**config.mk**
```make
export PLATFORM = sky130hd
export DESIGN_NAME = length_prefixed_command_deframer_top
export DESIGN_NICKNAME = d
export VERILOG_FILES = /design/src/design/lpcd_pkg.sv /design/src/design/lpcd_front.sv /design/src/design/lpcd_queue.sv /design/src/design/lpcd_back.sv /design/src/design/length_prefixed_command_deframer_top.sv
export SDC_FILE = /design/constraint.sdc
export NUM_CORES = 1
export LEC_CHECK = 0
export ABC_CLOCK_PERIOD_IN_PS = 4300
export BUFFER_PORTS_ARGS = -buffer_cell sky130_fd_sc_hd__clkbuf_2
export CAP_MARGIN = 20
export CORE_ASPECT_RATIO = 0.8
export CORE_MARGIN = 2
export CORE_UTILIZATION = 55
export DETAILED_ROUTE_END_ITERATION = 16
export PLACE_DENSITY_LB_ADDON = 0.1
export REMOVE_ABC_BUFFERS = 1
export SLEW_MARGIN = 20
export SYNTH_ARGS = -nofsm -noshare
export SYNTH_HDL_FRONTEND = slang
export SYNTH_HIERARCHICAL = 1
export SYNTH_SLANG_ARGS = --single-unit
```
**constraint.sdc**
```tcl
create_clock -name clock -period 4.3 [get_ports clock]
set_input_delay 0.645 -clock clock [delete_from_list [all_inputs] [get_ports clock]]
set_output_delay 0.645 -clock clock [all_outputs]
set_load 0.02 [all_outputs]
```
**src/design/lpcd_pkg.sv**
```systemverilog
// Shared types and constants for the length-prefixed command deframer.
package lpcd_pkg;

   // Parser phase of the front end
   typedef enum logic [1:0] {
      PH_IDLE   = 2'd0,
      PH_LENGTH = 2'd1,
      PH_DATA   = 2'd2
   } phase_type;

   // Kind of a result word
   typedef enum logic [1:0] {
      KIND_CMD      = 2'd0,
      KIND_SF       = 2'd1,
      KIND_SF_EMPTY = 2'd2,
      KIND_LEN_ERR  = 2'd3
   } kind_type;

   typedef struct packed {
      kind_type    kind;
      logic [7:0]  code;
      logic [7:0]  payload;
      logic        last;
   } result_type;

   localparam int BYTE_W          = 8;
   localparam int LEN_W           = 16;
   localparam int STRUCT_CODE_RST = 243;
   localparam int HEADER_BYTES    = 2;   // length bytes counted by the length itself
   localparam int SF_TYPE_INDEX   = 2;   // payload index of the structured field type
   localparam int QUEUE_DEPTH     = 2;
   localparam int QUEUE_PTR_W     = (QUEUE_DEPTH > 1) ? $clog2(QUEUE_DEPTH) : 1;
   localparam int QUEUE_CNT_W     = $clog2(QUEUE_DEPTH + 1);

endpackage

```
**src/design/lpcd_front.sv**
```systemverilog
// Front end: accepts stream bytes, tracks the frame and classifies each byte.
module lpcd_front (
   input  logic                    clock,
   input  logic                    reset,
   input  logic                    csr_valid,
   input  logic [7:0]              csr_data,
   input  logic                    in_valid,
   input  logic [7:0]              in_data,
   input  logic                    in_abort,
   input  logic                    queue_not_full,
   output logic                    push_valid,
   output lpcd_pkg::result_type    push_result
);

   lpcd_pkg::phase_type  phase_ff, phase_in;
   logic [7:0]           struct_code_ff;
   logic [7:0]           command_ff, command_in;
   logic                 sf_flag_ff, sf_flag_in;
   logic [7:0]           length_high_ff, length_high_in;
   logic                 low_seen_ff, low_seen_in;
   logic [15:0]          expected_ff, expected_in;
   logic [15:0]          count_ff, count_in;
   logic [7:0]           field_type_ff, field_type_in;

   logic                 accept;
   logic [15:0]          length_word;
   logic [15:0]          count_next;
   logic [15:0]          data_index;
   logic                 data_last;
   logic                 clear_frame;

   assign accept      = in_valid & queue_not_full;
   assign length_word = {length_high_ff, in_data};
   assign count_next  = count_ff + 16'd1;
   assign data_index  = count_ff - 16'(lpcd_pkg::HEADER_BYTES);
   assign data_last   = (count_next >= expected_ff);

   // Next phase
   always_comb begin
      phase_in = phase_ff;
      if (accept) begin
         if (in_abort) begin
            phase_in = lpcd_pkg::PH_IDLE;
         end else begin
            unique case (phase_ff)
               lpcd_pkg::PH_IDLE: begin
                  phase_in = lpcd_pkg::PH_LENGTH;
               end
               lpcd_pkg::PH_LENGTH: begin
                  if (low_seen_ff) begin
                     if (length_word == 16'd0 || length_word == 16'd1) begin
                        phase_in = lpcd_pkg::PH_IDLE;
                     end else begin
                        phase_in = lpcd_pkg::PH_DATA;
                     end
                  end
               end
               lpcd_pkg::PH_DATA: begin
                  if (data_last) begin
                     phase_in = lpcd_pkg::PH_IDLE;
                  end
               end
               default: begin
                  phase_in = lpcd_pkg::PH_IDLE;
               end
            endcase
         end
      end
   end

   // Frame registers and result word
   always_comb begin
      command_in     = command_ff;
      sf_flag_in     = sf_flag_ff;
      length_high_in = length_high_ff;
      low_seen_in    = low_seen_ff;
      expected_in    = expected_ff;
      count_in       = count_ff;
      field_type_in  = field_type_ff;
      clear_frame    = 1'b0;
      push_valid     = 1'b0;
      push_result    = '{kind: lpcd_pkg::KIND_CMD, code: command_ff, payload: 8'd0, last: 1'b0};
      if (accept) begin
         if (in_abort) begin
            clear_frame = 1'b1;
         end else begin
            unique case (phase_ff)
               lpcd_pkg::PH_IDLE: begin
                  command_in     = in_data;
                  sf_flag_in     = (in_data == struct_code_ff);
                  length_high_in = 8'd0;
                  low_seen_in    = 1'b0;
                  expected_in    = 16'd0;
                  count_in       = 16'd0;
               end
               lpcd_pkg::PH_LENGTH: begin
                  if (!low_seen_ff) begin
                     length_high_in = in_data;
                     low_seen_in    = 1'b1;
                  end else begin
                     expected_in = length_word;
                     low_seen_in = 1'b0;
                     if (length_word == 16'd0) begin
                        sf_flag_in = 1'b0;
                     end else if (length_word == 16'd1) begin
                        push_valid  = 1'b1;
                        push_result = '{kind: lpcd_pkg::KIND_LEN_ERR, code: command_ff,
                                        payload: 8'd0, last: 1'b1};
                        clear_frame = 1'b1;
                     end else begin
                        count_in = 16'(lpcd_pkg::HEADER_BYTES);
                     end
                  end
               end
               lpcd_pkg::PH_DATA: begin
                  count_in = count_next;
                  if (!sf_flag_ff) begin
                     push_valid  = 1'b1;
                     push_result = '{kind: lpcd_pkg::KIND_CMD, code: command_ff,
                                     payload: in_data, last: data_last};
                  end else if (data_index == 16'(lpcd_pkg::SF_TYPE_INDEX)) begin
                     field_type_in = in_data;
                     if (data_last) begin
                        push_valid  = 1'b1;
                        push_result = '{kind: lpcd_pkg::KIND_SF_EMPTY, code: in_data,
                                        payload: 8'd0, last: 1'b1};
                     end
                  end else if (data_index > 16'(lpcd_pkg::SF_TYPE_INDEX)) begin
                     push_valid  = 1'b1;
                     push_result = '{kind: lpcd_pkg::KIND_SF, code: field_type_ff,
                                     payload: in_data, last: data_last};
                  end
                  if (data_last) begin
                     sf_flag_in = 1'b0;
                  end
               end
               default: begin
                  clear_frame = 1'b1;
               end
            endcase
         end
      end
      if (clear_frame) begin
         command_in     = 8'd0;
         sf_flag_in     = 1'b0;
         length_high_in = 8'd0;
         low_seen_in    = 1'b0;
         expected_in    = 16'd0;
         count_in       = 16'd0;
         field_type_in  = 8'd0;
      end
   end

   always_ff @(posedge clock) begin
      if (reset) begin
         phase_ff       <= lpcd_pkg::PH_IDLE;
         struct_code_ff <= 8'(lpcd_pkg::STRUCT_CODE_RST);
         command_ff     <= 8'd0;
         sf_flag_ff     <= 1'b0;
         length_high_ff <= 8'd0;
         low_seen_ff    <= 1'b0;
         expected_ff    <= 16'd0;
         count_ff       <= 16'd0;
         field_type_ff  <= 8'd0;
      end else begin
         phase_ff       <= phase_in;
         command_ff     <= command_in;
         sf_flag_ff     <= sf_flag_in;
         length_high_ff <= length_high_in;
         low_seen_ff    <= low_seen_in;
         expected_ff    <= expected_in;
         count_ff       <= count_in;
         field_type_ff  <= field_type_in;
         if (csr_valid) begin
            struct_code_ff <= csr_data;
         end
      end
   end

`ifndef SYNTHESIS
   a_closing_kinds_last: assert property (@(posedge clock) disable iff (reset)
      push_valid && (push_result.kind == lpcd_pkg::KIND_SF_EMPTY ||
                     push_result.kind == lpcd_pkg::KIND_LEN_ERR) |-> push_result.last)
      else $error("empty field or length error word without last");

   a_abort_to_idle: assert property (@(posedge clock) disable iff (reset)
      accept && in_abort |=> phase_ff == lpcd_pkg::PH_IDLE && !sf_flag_ff)
      else $error("abort did not return parser to idle");

   // A length of two still takes one payload byte, so the count may equal the length
   a_data_phase_count: assert property (@(posedge clock) disable iff (reset)
      phase_ff == lpcd_pkg::PH_DATA |-> count_ff >= 16'(lpcd_pkg::HEADER_BYTES)
                                        && count_ff <= expected_ff)
      else $error("payload count out of frame range");
`endif

endmodule

```
**src/design/lpcd_queue.sv**
```systemverilog
// Short result queue between the front end and the output stage.
module lpcd_queue (
   input  logic                    clock,
   input  logic                    reset,
   input  logic                    push_valid,
   input  lpcd_pkg::result_type    push_result,
   output logic                    not_full,
   output logic                    not_empty,
   input  logic                    pop,
   output lpcd_pkg::result_type    head
);

   lpcd_pkg::result_type                 entry_ff [lpcd_pkg::QUEUE_DEPTH];
   logic [lpcd_pkg::QUEUE_PTR_W-1:0]     wr_ptr_ff, wr_ptr_in;
   logic [lpcd_pkg::QUEUE_PTR_W-1:0]     rd_ptr_ff, rd_ptr_in;
   logic [lpcd_pkg::QUEUE_CNT_W-1:0]     count_ff, count_in;

   assign not_full  = (count_ff != lpcd_pkg::QUEUE_CNT_W'(lpcd_pkg::QUEUE_DEPTH));
   assign not_empty = (count_ff != '0);
   assign head      = entry_ff[rd_ptr_ff];

   always_comb begin
      wr_ptr_in = wr_ptr_ff;
      rd_ptr_in = rd_ptr_ff;
      count_in  = count_ff;
      if (push_valid) begin
         wr_ptr_in = (wr_ptr_ff == lpcd_pkg::QUEUE_PTR_W'(lpcd_pkg::QUEUE_DEPTH - 1)) ?
                     '0 : wr_ptr_ff + 1'b1;
      end
      if (pop) begin
         rd_ptr_in = (rd_ptr_ff == lpcd_pkg::QUEUE_PTR_W'(lpcd_pkg::QUEUE_DEPTH - 1)) ?
                     '0 : rd_ptr_ff + 1'b1;
      end
      if (push_valid && !pop) begin
         count_in = count_ff + 1'b1;
      end else if (pop && !push_valid) begin
         count_in = count_ff - 1'b1;
      end
   end

   always_ff @(posedge clock) begin
      if (reset) begin
         wr_ptr_ff <= '0;
         rd_ptr_ff <= '0;
         count_ff  <= '0;
      end else begin
         wr_ptr_ff <= wr_ptr_in;
         rd_ptr_ff <= rd_ptr_in;
         count_ff  <= count_in;
      end
   end

   always_ff @(posedge clock) begin
      if (push_valid) begin
         entry_ff[wr_ptr_ff] <= push_result;
      end
   end

`ifndef SYNTHESIS
   a_no_overflow: assert property (@(posedge clock) disable iff (reset)
      push_valid |-> not_full)
      else $error("push into full result queue");

   a_no_underflow: assert property (@(posedge clock) disable iff (reset)
      pop |-> not_empty)
      else $error("pop from empty result queue");
`endif

endmodule

```
**src/design/lpcd_back.sv**
```systemverilog
// Output stage: drains the result queue into the registered result channel.
module lpcd_back (
   input  logic                    clock,
   input  logic                    reset,
   input  logic                    queue_not_empty,
   input  lpcd_pkg::result_type    queue_head,
   output logic                    queue_pop,
   output logic                    out_valid,
   input  logic                    out_ready,
   output lpcd_pkg::result_type    out_result
);

   logic                  valid_ff, valid_in;
   lpcd_pkg::result_type  result_ff;

   // Advance when the output slot is empty or its word is taken this cycle
   assign queue_pop  = queue_not_empty & (~valid_ff | out_ready);
   assign valid_in   = queue_pop | (valid_ff & ~out_ready);
   assign out_valid  = valid_ff;
   assign out_result = result_ff;

   always_ff @(posedge clock) begin
      if (reset) begin
         valid_ff <= 1'b0;
      end else begin
         valid_ff <= valid_in;
      end
   end

   always_ff @(posedge clock) begin
      if (queue_pop) begin
         result_ff <= queue_head;
      end
   end

endmodule

```
**src/design/length_prefixed_command_deframer_top.sv**
```systemverilog
// Top level of the length-prefixed command deframer.
//
// Takes one stream byte per word on the req_ channel and emits at most one
// result word per input byte on the rsp_ channel. A frame is a command byte,
// a big-endian 16-bit length that counts its own two bytes, then the payload
// (at least one byte). Ordinary commands stream every payload byte tagged with
// the command (kind 0). A command equal to the csr_ register (reset 243) is a
// structured field: payload bytes 0 and 1 are dropped, byte 2 is the field
// type, and later bytes stream as kind 1 tagged with the type; a field of
// exactly three payload bytes gives one kind 2 word, shorter ones give nothing.
// Length 0 ends the frame silently, length 1 gives one kind 3 error word.
// A byte with the abort flag set resets the parser and is dropped.
// Rate: one byte per cycle, sustained, as long as results are taken. A result
// passes through the result queue and then the output register before it
// appears on rsp_. The front parser writes into a two-word result queue and an
// output register drains it, so req_tready drops only when the queue is full
// under rsp_ backpressure.
// Write csr_ only while no frame is in progress; csr_ready is always high.
module length_prefixed_command_deframer_top (
   input  logic         clock,
   input  logic         reset,
   // configuration: structured-field command code
   input  logic         csr_valid,
   output logic         csr_ready,
   input  logic [7:0]   csr_data,
   // input stream
   input  logic         req_tvalid,
   output logic         req_tready,
   input  logic [7:0]   req_tdata,     // [7:0] data_byte
   input  logic         req_tuser,     // [0] abort
   // result stream
   output logic         rsp_tvalid,
   input  logic         rsp_tready,
   output logic [15:0]  rsp_tdata,     // [7:0] out_code, [15:8] out_byte
   output logic [1:0]   rsp_tuser,     // [1:0] out_kind
   output logic         rsp_tlast      // out_last
);

   logic                  queue_not_full;
   logic                  queue_not_empty;
   logic                  queue_pop;
   logic                  push_valid;
   lpcd_pkg::result_type  push_result;
   lpcd_pkg::result_type  queue_head;
   lpcd_pkg::result_type  out_result;

   assign csr_ready  = 1'b1;
   // Accept whenever the queue has room; the parser never stalls otherwise
   assign req_tready = queue_not_full;

   lpcd_front u_front (
      .clock          (clock),
      .reset          (reset),
      .csr_valid      (csr_valid),
      .csr_data       (csr_data),
      .in_valid       (req_tvalid),
      .in_data        (req_tdata),
      .in_abort       (req_tuser),
      .queue_not_full (queue_not_full),
      .push_valid     (push_valid),
      .push_result    (push_result)
   );

   lpcd_queue u_queue (
      .clock       (clock),
      .reset       (reset),
      .push_valid  (push_valid),
      .push_result (push_result),
      .not_full    (queue_not_full),
      .not_empty   (queue_not_empty),
      .pop         (queue_pop),
      .head        (queue_head)
   );

   lpcd_back u_back (
      .clock           (clock),
      .reset           (reset),
      .queue_not_empty (queue_not_empty),
      .queue_head      (queue_head),
      .queue_pop       (queue_pop),
      .out_valid       (rsp_tvalid),
      .out_ready       (rsp_tready),
      .out_result      (out_result)
   );

   // Pack the result word onto the stream fields
   assign rsp_tdata = {out_result.payload, out_result.code};
   assign rsp_tuser = out_result.kind;
   assign rsp_tlast = out_result.last;

endmodule
```
==> flow_metrics.tcl, run 1 <==
set metrics [dict create \
    slew_headroom_pct 38.8 \
    cp.arrival_ns 4.24 \
    route.detailed.wl_per_inst_um 17.8 \
    synth-async-reset-ratio_pct 0 \
    grt_usage_pct 23.9 \
    min_period_over_period_pct 90.9 \
    routed_wl_um 14600 \
    fin_crit_ns 3.91 \
    route.met2.wl_um 6470 \
    start_kind "flip-flop" \
    dp_hpwl_um 9880 \
    hold_class "primary input to flip-flop" \
    synth_seq_cells 131 \
    dpl_cell_area_um2 6690 \
    path_cells "ha_1 > nand2_1 > nor3_2 > nand3_1 > xnor2_1 > ha_1 > nand4_1 > a211oi_1 > o41ai_1 > a21oi_2 > nor2_1 > a311o_2 > a21oi_2 > ha_1 > or3_1 > a21oi_1" \
    portBuffers 42 \
    synth_top_area_cell "edfxtp_1" \
    path_clk_slew_ns 0.06 \
    syn_inst 624 \
    cp.required_ns 4.64 \
    yosysSeqAreaShare_pct 49.4 \
    die_h_um 101 \
    route.antenna.remaining_nets 0 \
    m1WireLength_um 7030 \
    num_antenna_cells 0 \
    critPathMaxStageDelay_ns 0.41 \
    grt_pass1_wl_um 23500 \
    cts_buffers 17 \
    fin_nets 705 \
    status "completed" \
    rsz0062_at_grt "no" \
    worstHoldStart "csr_data[7]" \
    utilization_pct 63.4 \
    final_cell_mix "dfxtp_1, nor2_1, edfxtp_1" \
    crit_fanout 8 \
    antenna_found_initial 0 \
    final_common_cell "dfxtp_1" \
    worst_pin_slew_ns 0.913 \
    drive_above_1_share_pct 17.3 \
    clock_skew_ns 0.0109 \
    cpMaxStageDelayCell "dfxtp_2" \
    cp-startpoint "u_front/count_ff[1]$_SDFFE_PP0P_" \
    post_synth_num_cell_types 72 \
    routed-wl-met3_um 950 \
    final_area_um2 7270 \
    fill_cells 940 \
    cts_sinks 131 \
    synthTopCellsByArea "edfxtp_1, dfxtp_1, ha_1" \
    cp_top_family "compound AO/OA/AOI/OAI gates" \
    syn-cell-area_um2 6470 \
    r2r_slack_ns 0.39 \
    hold_viol 0 \
    critPathCaptureType "flip-flop" \
    powerDensity_nw_per_um2 462 \
    setup_violations 0 \
    tritoncts "yes" \
    cts_setup_buffers 0 \
    timing.rr.start "u_front/count_ff[1]$_SDFFE_PP0P_" \
    start_util_pct 56.4 \
    total_leakage_power_nw 2.52 \
    routabilityCongestion 0.890 \
    grt_overflow 0 \
    ys_warn_count 6 \
    max_cap_violations 0 \
    grt_pass1_vias 4581 \
    yosys.area.top_type_share_pct 26.5 \
    clockBufferDepth 2 \
    avgSynthCellArea_um2 10.4 \
    grt_start_max_net_pins 42 \
    via_per_inst 5.87 \
    max-vdd-ir-drop_mv 0.311 \
    max_freq_mhz 256 \
    drv_slew 0 \
    cts-root-buf "clkbuf_16" \
    cts.repair.resized 0 \
    area_growth_pct 12.4 \
    drtIter0Drc 454 \
    core_um2 11500 \
    drcViolationCount 0 \
    crit_type "flip-flop to flip-flop" \
    synth-edff-count 57 \
    ys.flop_type "dfxtp_1" \
    die_w_um 125 \
    clkLatencyLatePin_ns 0.41 \
    cts_hold_buf 0 \
    dr.max_layer_used "met4" \
    critPathMostFrequentCell "ha_1" \
    cp_num_buf_inv 0 \
    dieArea_um2 12700 \
    dr_total_vias 4800 \
    row_count 35 \
    htree_levels 4 \
    pin_count 44 \
    first_pass_iters 5 \
]
==> registers in the layout (all words and copies together) (netlist names), 2 cells and up, named ones only <==
signal and flops:
u_back/out_result 19, u_front/command_ff 8, u_front/count_ff 16, u_front/expected_ff 16, u_front/field_type_ff 8, u_front/length_high_ff 8
u_front/phase_ff 2, u_front/struct_code_ff 8, u_queue/count_ff 2, u_queue/entry_ff 38
==> cells by family after synthesis <==
group / count (synthesis) / share of synthesized area (%)
simple gates: 211 / 16.6
compound gates: 133 / 14.4
flops: 131 / 49.4
buf+inv: 65 / 5.90
mux: 30 / 5.03
xor+xnor: 27 / 3.66
fa+ha+maj: 26 / 5.03
other cells: 1 / 0.0580
==> per-stage QoR <==
step	hold WS (ns)	power [mW]	cells	worst slack [ns]	setup TNS, ns
floorplan	0.432	1.84	587	-0.192	-3.64
global placement	0.443	2.02	786	0.156	0
detailed placement	0.445	2.03	786	0.0590	0
CTS	0.423	3.38	818	0.0105	0
global route	0.435	3.50	818	0.0393	0
finish	0.439	3.36	818	0.391	0
==> cell type report <==
cell class                      count  area (um2)  area share [%]
Clock buffer                       18         429            5.90
Timing Repair Buffer               51         315            4.34
Sequential cell                   131        3200            44.0
Inverter                           28         105            1.45
Multi-Input combinational cell    428        2910            40.0
Tap cell                          148         185            2.55
Clock inverter                     14         130            1.79
==> synth_stat cells (all sizes together), types with 2 or more instances <==
cell type,instances
o211a,2
a21o,5
or2,3
mux2i,10
o311ai,4
or3,2
nand4,13
nor2,69
nor3,18
o21a,5
buf,31
xor2,15
nor3b,5
edfxtp,57
nand3,9
o211ai,2
a211o,7
a21oi,34
xnor2,12
mux2,20
nand2,54
nand2b,3
a211oi,3
ha,26
inv,28
a31oi,3
and2,14
a22oi,25
nand3b,2
dfxtp,74
o21ai,21
nor4,4
a311oi,6
and3,2
o31ai,2
o221ai,4
nor2b,9
or4,2
clkbuf,6
==> worst paths after layout <==
check / depth (start not counted) / endpoint
max reg2reg: 16 / u_queue/count_ff[1]$_SDFFE_PP0P_
max: 16 / u_queue/count_ff[1]$_SDFFE_PP0P_
min: 2 / u_front/struct_code_ff[7]$_SDFFE_PP1P_
min reg2reg: 2 / u_front/expected_ff[9]$_SDFFE_PP0P_
==> routing by layer <==
layer	track usage (%)	vias to the layer above
met5	0	-
met4	6.41	0
met3	6.21	8
met2	35.7	171
met1	34.7	2309
li1	-	2312
==> where the power goes <==
part / switching [mW] / leakage (nW) / internal, mW
clock: 0.554 / 0.261 / 0.800
sequential: 0.0604 / 1.09 / 1.43
combinational: 0.347 / 1.17 / 0.163
(Power assumes the default switching activity.)
==> run 2: changes to the inputs <==
ABC_AREA = 1   (was unset)
==> run 2 against run 1 <==
Effect of this change:
- clock-buffer cell count rose by 2
- wire length rose by 12%
- clock skew fell by 0.0020 ns
- first-iteration DRC count rose by 46%
==> flow_metrics.tcl, run 2 <==
set metrics [dict create \
    path_clk_slew_ns 0.06 \
    die_w_um 130 \
    clkLatencyLatePin_ns 0.41 \
    drive_above_1_share_pct 19.1 \
    routed_wl_um 16300 \
    routabilityCongestion 0.956 \
    dr.max_layer_used "met4" \
    powerDensity_nw_per_um2 469 \
    ys_warn_count 6 \
    ys.flop_type "dfxtp_1" \
    top_register "u_queue/entry_ff" \
    core_um2 12300 \
    worst_pin_slew_ns 0.884 \
    grt_pass1_vias 5389 \
    clockBufferDepth 2 \
    synth-edff-count 57 \
    final_common_cell "nand2_1" \
    fin_nets 926 \
    critPathCaptureType "flip-flop" \
    synthTopCellsByArea "edfxtp_1, dfxtp_1, nand2_1" \
    pre_cts_ws_ns 0.367 \
    cp_top_family "simple AND/OR/NAND/NOR gates" \
    crit_type "flip-flop to flip-flop" \
    grt_start_max_net_pins 27 \
    cts_setup_buffers 0 \
    grt_pass1_wl_um 26900 \
    setup_violations 0 \
    syn-cell-area_um2 7010 \
    area_growth_pct 12.1 \
    route.antenna.remaining_nets 0 \
    synth_seq_cells 131 \
    crit_fanout 5 \
    status "completed" \
    drv_slew 0 \
    start_kind "flip-flop" \
    synth_top_area_cell "edfxtp_1" \
    drcViolationCount 0 \
    clock_skew_ns 0.00888 \
    largest_reg_flops 38 \
    m1WireLength_um 7880 \
    critPathMostFrequentCell "nand2_1" \
    min_period_over_period_pct 91.3 \
    max-vdd-ir-drop_mv 0.501 \
    cp.required_ns 4.61 \
    critPathMaxStageDelay_ns 0.43 \
    pin_count 44 \
    hold_ws_ns 0.445 \
    total_leakage_power_nw 3.26 \
    dp.cells 1030 \
    row_count 36 \
    route.met2.wl_um 6980 \
    yosys.area.top_type_share_pct 24.4 \
    post_synth_num_cell_types 44 \
    syn_inst 839 \
    synth-async-reset-ratio_pct 0 \
    route.detailed.wl_per_inst_um 15.3 \
    cts_sinks 131 \
    antenna_found_initial 0 \
    synth_common_cells "nand2_1, inv_1, dfxtp_1" \
    final_cells 1062 \
    tritoncts "yes" \
    cp_num_buf_inv 2 \
    final_area_um2 7860 \
    cpMaxStageDelayCell "dfxtp_1" \
    first_pass_iters 5 \
    path_cells "ha_1 > nand3_1 > nor2_1 > nand2_1 > nor2_2 > nand4_1 > nor2_1 > nand2_1 > xor2_1 > inv_1 > ha_1 > a21oi_1 > o21ai_0 > a21oi_1 > nand2_1 > nor2_2 > nand3_1 > nand3_1 > a21oi_2 > ha_1 > inv_1 > nand4_1 > nand2_1 > nor2_1" \
    cts_buffers 17 \
    dr_total_vias 5767 \
    fin_crit_ns 3.92 \
    cp.arrival_ns 4.23 \
    dp_hpwl_um 11600 \
    rsz0062_at_grt "no" \
    yosysSeqAreaShare_pct 45.5 \
    portBuffers 42 \
    max_cap_violations 0 \
    synth_most_common_cell "nand2_1" \
    drtIter0Drc 663 \
    htree_levels 4 \
    via_per_inst 5.43 \
    dieArea_um2 13700 \
    avgSynthCellArea_um2 8.36 \
    tns_ns 0 \
    max_freq_mhz 255 \
    slew_headroom_pct 41.1 \
    dpl_cell_area_um2 7300 \
    setup_ws_ns 0.376 \
    grt_overflow 0 \
    final_cell_mix "nand2_1, inv_1, dfxtp_1" \
    routed-wl-met3_um 1270 \
    grt_usage_pct 25.4 \
    start_util_pct 57.0 \
    die_h_um 105 \
    hold_viol 0 \
    cts-root-buf "clkbuf_16" \
    num_antenna_cells 0 \
    hold_class "primary input to flip-flop" \
]
run 2: worst paths after layout:
path                                                           start                                      to  slack [ns]  cells past startpoint
worst max-delay path                u_front/count_ff[2]$_SDFFE_PP0P_        u_queue/count_ff[1]$_SDFFE_PP0P_        0.38                     24
worst min register to register  u_front/expected_ff[14]$_SDFFE_PP0P_    u_front/expected_ff[14]$_SDFFE_PP0P_        0.47                      2
worst min-delay path                                     csr_data[6]  u_front/struct_code_ff[6]$_SDFFE_PP1P_        0.45                      3
worst max register to register      u_front/count_ff[2]$_SDFFE_PP0P_        u_queue/count_ff[1]$_SDFFE_PP0P_        0.38                     24
run 2: what timing repair did:
action,CTS,global route
hold buffers,0,0
gates resized for setup,0,3
endpoints found under the setup margin,0,23
run 2: per-layer routing:
layer	vias up	GRT usage (%)
met1	2670	38.0
li1	2848	-
met2	232	36.7
met3	17	6.25
met5	-	0
met4	0	6.53
run 2: cells by family (layout without fill, tap and decap cells):
family / count (synthesis) / in the layout / share of synthesized area, %
AND/OR/NAND/NOR: 388 / 388 / 25.1
buffers and inverters: 139 / 191 / 8.75
flip-flops: 131 / 131 / 45.5
AO/OA/AOI/OAI: 121 / 121 / 10.6
adder cells (fa/ha/maj): 26 / 26 / 4.64
multiplexers: 19 / 19 / 3.59
XOR/XNOR: 14 / 14 / 1.75
other: 1 / 1 / 0.0535
run 2: tightest hold or removal path, cell delays in order:
cell and delay [ns]:
clkbuf_2 0.07, nand2_1 0.04, nand3_1 0.06
run 2: cell type report:
| cell class | instances | area (um2) |
|---|---|---|
| clock buffers | 20 | 437 |
| fillers | 1080 | 4440 |
| flip-flops and latches | 131 | 3190 |
| repair buffers | 49 | 263 |
| well taps | 171 | 214 |
| clock inverters | 12 | 115 |
| inverters | 110 | 420 |
| multi-input cells | 569 | 3220 |
run 2: through the flow:
stage	util, %	total power, mW
after detailed placement	59.4	2.35
after CTS	63.9	3.71
after global placement	59.4	2.33
after global routing	63.9	3.87
after floorplan	-	2.10
final	63.9	3.69
run 2: where the power goes:
group          leakage, nW  internal (mW)  switching [mW]
logic                 1.88          0.253           0.544
registers             1.11           1.46          0.0874
clock network        0.266          0.842           0.507
==> run 3: changes to the inputs <==
==> constraint.sdc (replaced) <==
create_clock -name clock -period 4.3 [get_ports clock]
set_input_delay 0.86 -clock clock [delete_from_list [all_inputs] [get_ports clock]]
set_output_delay 0.86 -clock clock [all_outputs]
set_load 0.02 [all_outputs]
==> run 3 against run 2 <==
Effect of this change:
- die area unchanged
- non-clock buffer count shrank 1
- clock-buffer cell count is 3 lower
- sequential share of layout area about the same
- total power rose by 0.46%
- critical path type unchanged
- critical endpoint unchanged
==> flow_metrics.tcl, run 3 (synthesis results as in run 2) <==
set metrics [dict create \
    drtIter0Drc 512 \
    grt_usage_pct 25.3 \
    hold_viol 0 \
    fill_cells 1036 \
    cts.repair.resized 0 \
    cp.arrival_ns 4.36 \
    antenna_found_initial 0 \
    core_um2 12300 \
    route.antenna.remaining_nets 0 \
    cts_hold_buf 0 \
    routabilityCongestion 0.944 \
    total_leakage_power_nw 3.26 \
    cts_sinks 131 \
    min_period_over_period_pct 93.6 \
    worstHoldStart "u_front/expected_ff[3]$_SDFFE_PP0P_" \
    crit_fanout 5 \
    drive_above_1_share_pct 19.3 \
    worst_pin_slew_ns 0.855 \
    grt_start_max_net_pins 30 \
    grt_pass1_wl_um 26700 \
    whs_path_depth 2 \
    p_seq_share_pct 41.7 \
    r2r_end "u_queue/count_ff[1]$_SDFFE_PP0P_" \
    via_per_inst 5.40 \
    start_util_pct 57.0 \
    dr_total_vias 5733 \
    slew_headroom_pct 43.0 \
    r2r_slack_ns 0.28 \
    final_cell_mix "nand2_1, inv_1, dfxtp_1" \
    clockBufferDepth 2 \
    top_register "u_queue/entry_ff" \
    final_common_cell "nand2_1" \
    path_clk_slew_ns 0.06 \
    cp.required_ns 4.64 \
    max_freq_mhz 249 \
    hold_class "flip-flop to flip-flop" \
    crit_type "flip-flop to flip-flop" \
    clkLatencyLatePin_ns 0.41 \
    portBuffers 42 \
    clock_skew_ns 0.00584 \
    hold_ws_ns 0.465 \
    die_w_um 130 \
    first_pass_iters 5 \
    max_cap_violations 0 \
    routed_wl_um 16400 \
    dieArea_um2 13700 \
    tritoncts "yes" \
    max-vdd-ir-drop_mv 0.460 \
    drv_slew 0 \
    min_to "u_front/expected_ff[3]$_SDFFE_PP0P_" \
    power_switching_mw 1.15 \
    start_kind "flip-flop" \
    critPathCaptureType "flip-flop" \
    grt_overflow 0 \
    fin_crit_ns 4.02 \
    internal_power_mw 2.55 \
    tns_ns 0 \
    setup_violations 0 \
    pin_count 44 \
    rr_worst_depth 25 \
    p_sw_share_pct 31.2 \
    p_clk_share_pct 36.8 \
    row_count 36 \
    cts_setup_buffers 0 \
    largest_reg_flops 38 \
    cts-root-buf "clkbuf_16" \
    timing.rr.start "u_front/count_ff[2]$_SDFFE_PP0P_" \
    powerDensity_nw_per_um2 472 \
    grt_pass1_vias 5444 \
    fin_nets 925 \
    pwr-share-comb_pct 21.4 \
    status "completed" \
    dp_hpwl_um 11900 \
    rsz0062_at_grt "no" \
    area_growth_pct 12.1 \
    num_antenna_cells 0 \
    cts_buffers 17 \
    drcViolationCount 0 \
    htree_levels 4 \
    die_h_um 105 \
    route.detailed.wl_per_inst_um 15.4 \
]
run 3: changes by cell type in the layout (fill, tap and decap cells not counted), sizes merged:
cell,before,now
clkinvlp,2,4
buf,7,6
clkbuf,62,59
inv,109,110
run 3: metrics by stage:
step | setup WS [ns] | cell area [um2] | power [mW] | instances | utilization (%)
after global placement | 0.576 | 7290 | 2.33 | 1029 | 59.3
after CTS | 0.356 | 7860 | 3.73 | 1061 | 63.9
after global routing | 0.00705 | 7860 | 3.88 | 1061 | 63.9
after floorplan | 0.380 | 6820 | 2.10 | 810 | -
final | 0.277 | 7860 | 3.71 | 1061 | 63.9
after detailed placement | 0.399 | 7290 | 2.36 | 1029 | 59.3
run 3: critical path: stages, from the launching register on:
cell	delay, ns
dfxtp_1	0.42
ha_1	0.20
nand3_1	0.11
nor2_1	0.11
nand2_1	0.08
nor2_2	0.15
nand4_1	0.11
nor2_1	0.22
nand2_1	0.10
xor2_1	0.19
inv_1	0.06
ha_1	0.28
a21oi_1	0.14
o21ai_0	0.09
a21oi_1	0.17
nand2_1	0.07
nor2_1	0.30
nand3_1	0.15
nand3_1	0.11
a21oi_1	0.14
ha_1	0.36
inv_1	0.08
nand3_1	0.08
nand2_1	0.06
inv_1	0.04
nor2_1	0.11
run 3: how the worst max path moves through the flow:
stage / start / endpoint / slack [ns]
after floorplan: u_front/count_ff[2]$_SDFFE_PP0P_ / u_queue/entry_ff[0][0]$_DFFE_PP_ / 0.38
final: u_front/count_ff[2]$_SDFFE_PP0P_ / u_queue/count_ff[1]$_SDFFE_PP0P_ / 0.28
after global placement: u_front/count_ff[2]$_SDFFE_PP0P_ / u_queue/count_ff[1]$_SDFFE_PP0P_ / 0.58
after detailed placement: u_front/count_ff[2]$_SDFFE_PP0P_ / u_queue/count_ff[1]$_SDFFE_PP0P_ / 0.40
after global routing: u_front/count_ff[2]$_SDFFE_PP0P_ / u_queue/count_ff[1]$_SDFFE_PP0P_ / 0.007
after CTS: u_front/count_ff[2]$_SDFFE_PP0P_ / u_queue/count_ff[1]$_SDFFE_PP0P_ / 0.36
run 3: final cells by class:
class | instances | area [um2] | share of cell area, %
multi-input combinational | 569 | 3210 | 40.8
sequential | 131 | 3190 | 40.6
clock buffer | 17 | 425 | 5.41
inverter | 110 | 420 | 5.35
timing repair buffer | 48 | 255 | 3.25
tap | 171 | 214 | 2.72
clock inverter | 15 | 141 | 1.80
run 3: layer usage:
layer / global-route usage (%) / part of all wire (%)
met5: 0 / 0
met1: 36.3 / 49
met3: 6.14 / 6.5
met2: 36.9 / 43
met4: 9.22 / 1.9
run 3: power groups by stage:
stage | Combinational, mW | Clock [mW] | Sequential, mW
final | 0.795 | 1.37 | 1.55
after global routing | 0.870 | 1.45 | 1.56
after CTS | 0.794 | 1.39 | 1.55
after detailed placement | 0.791 | 0 | 1.57
after global placement | 0.767 | 0 | 1.56
after floorplan | 0.434 | 0 | 1.66
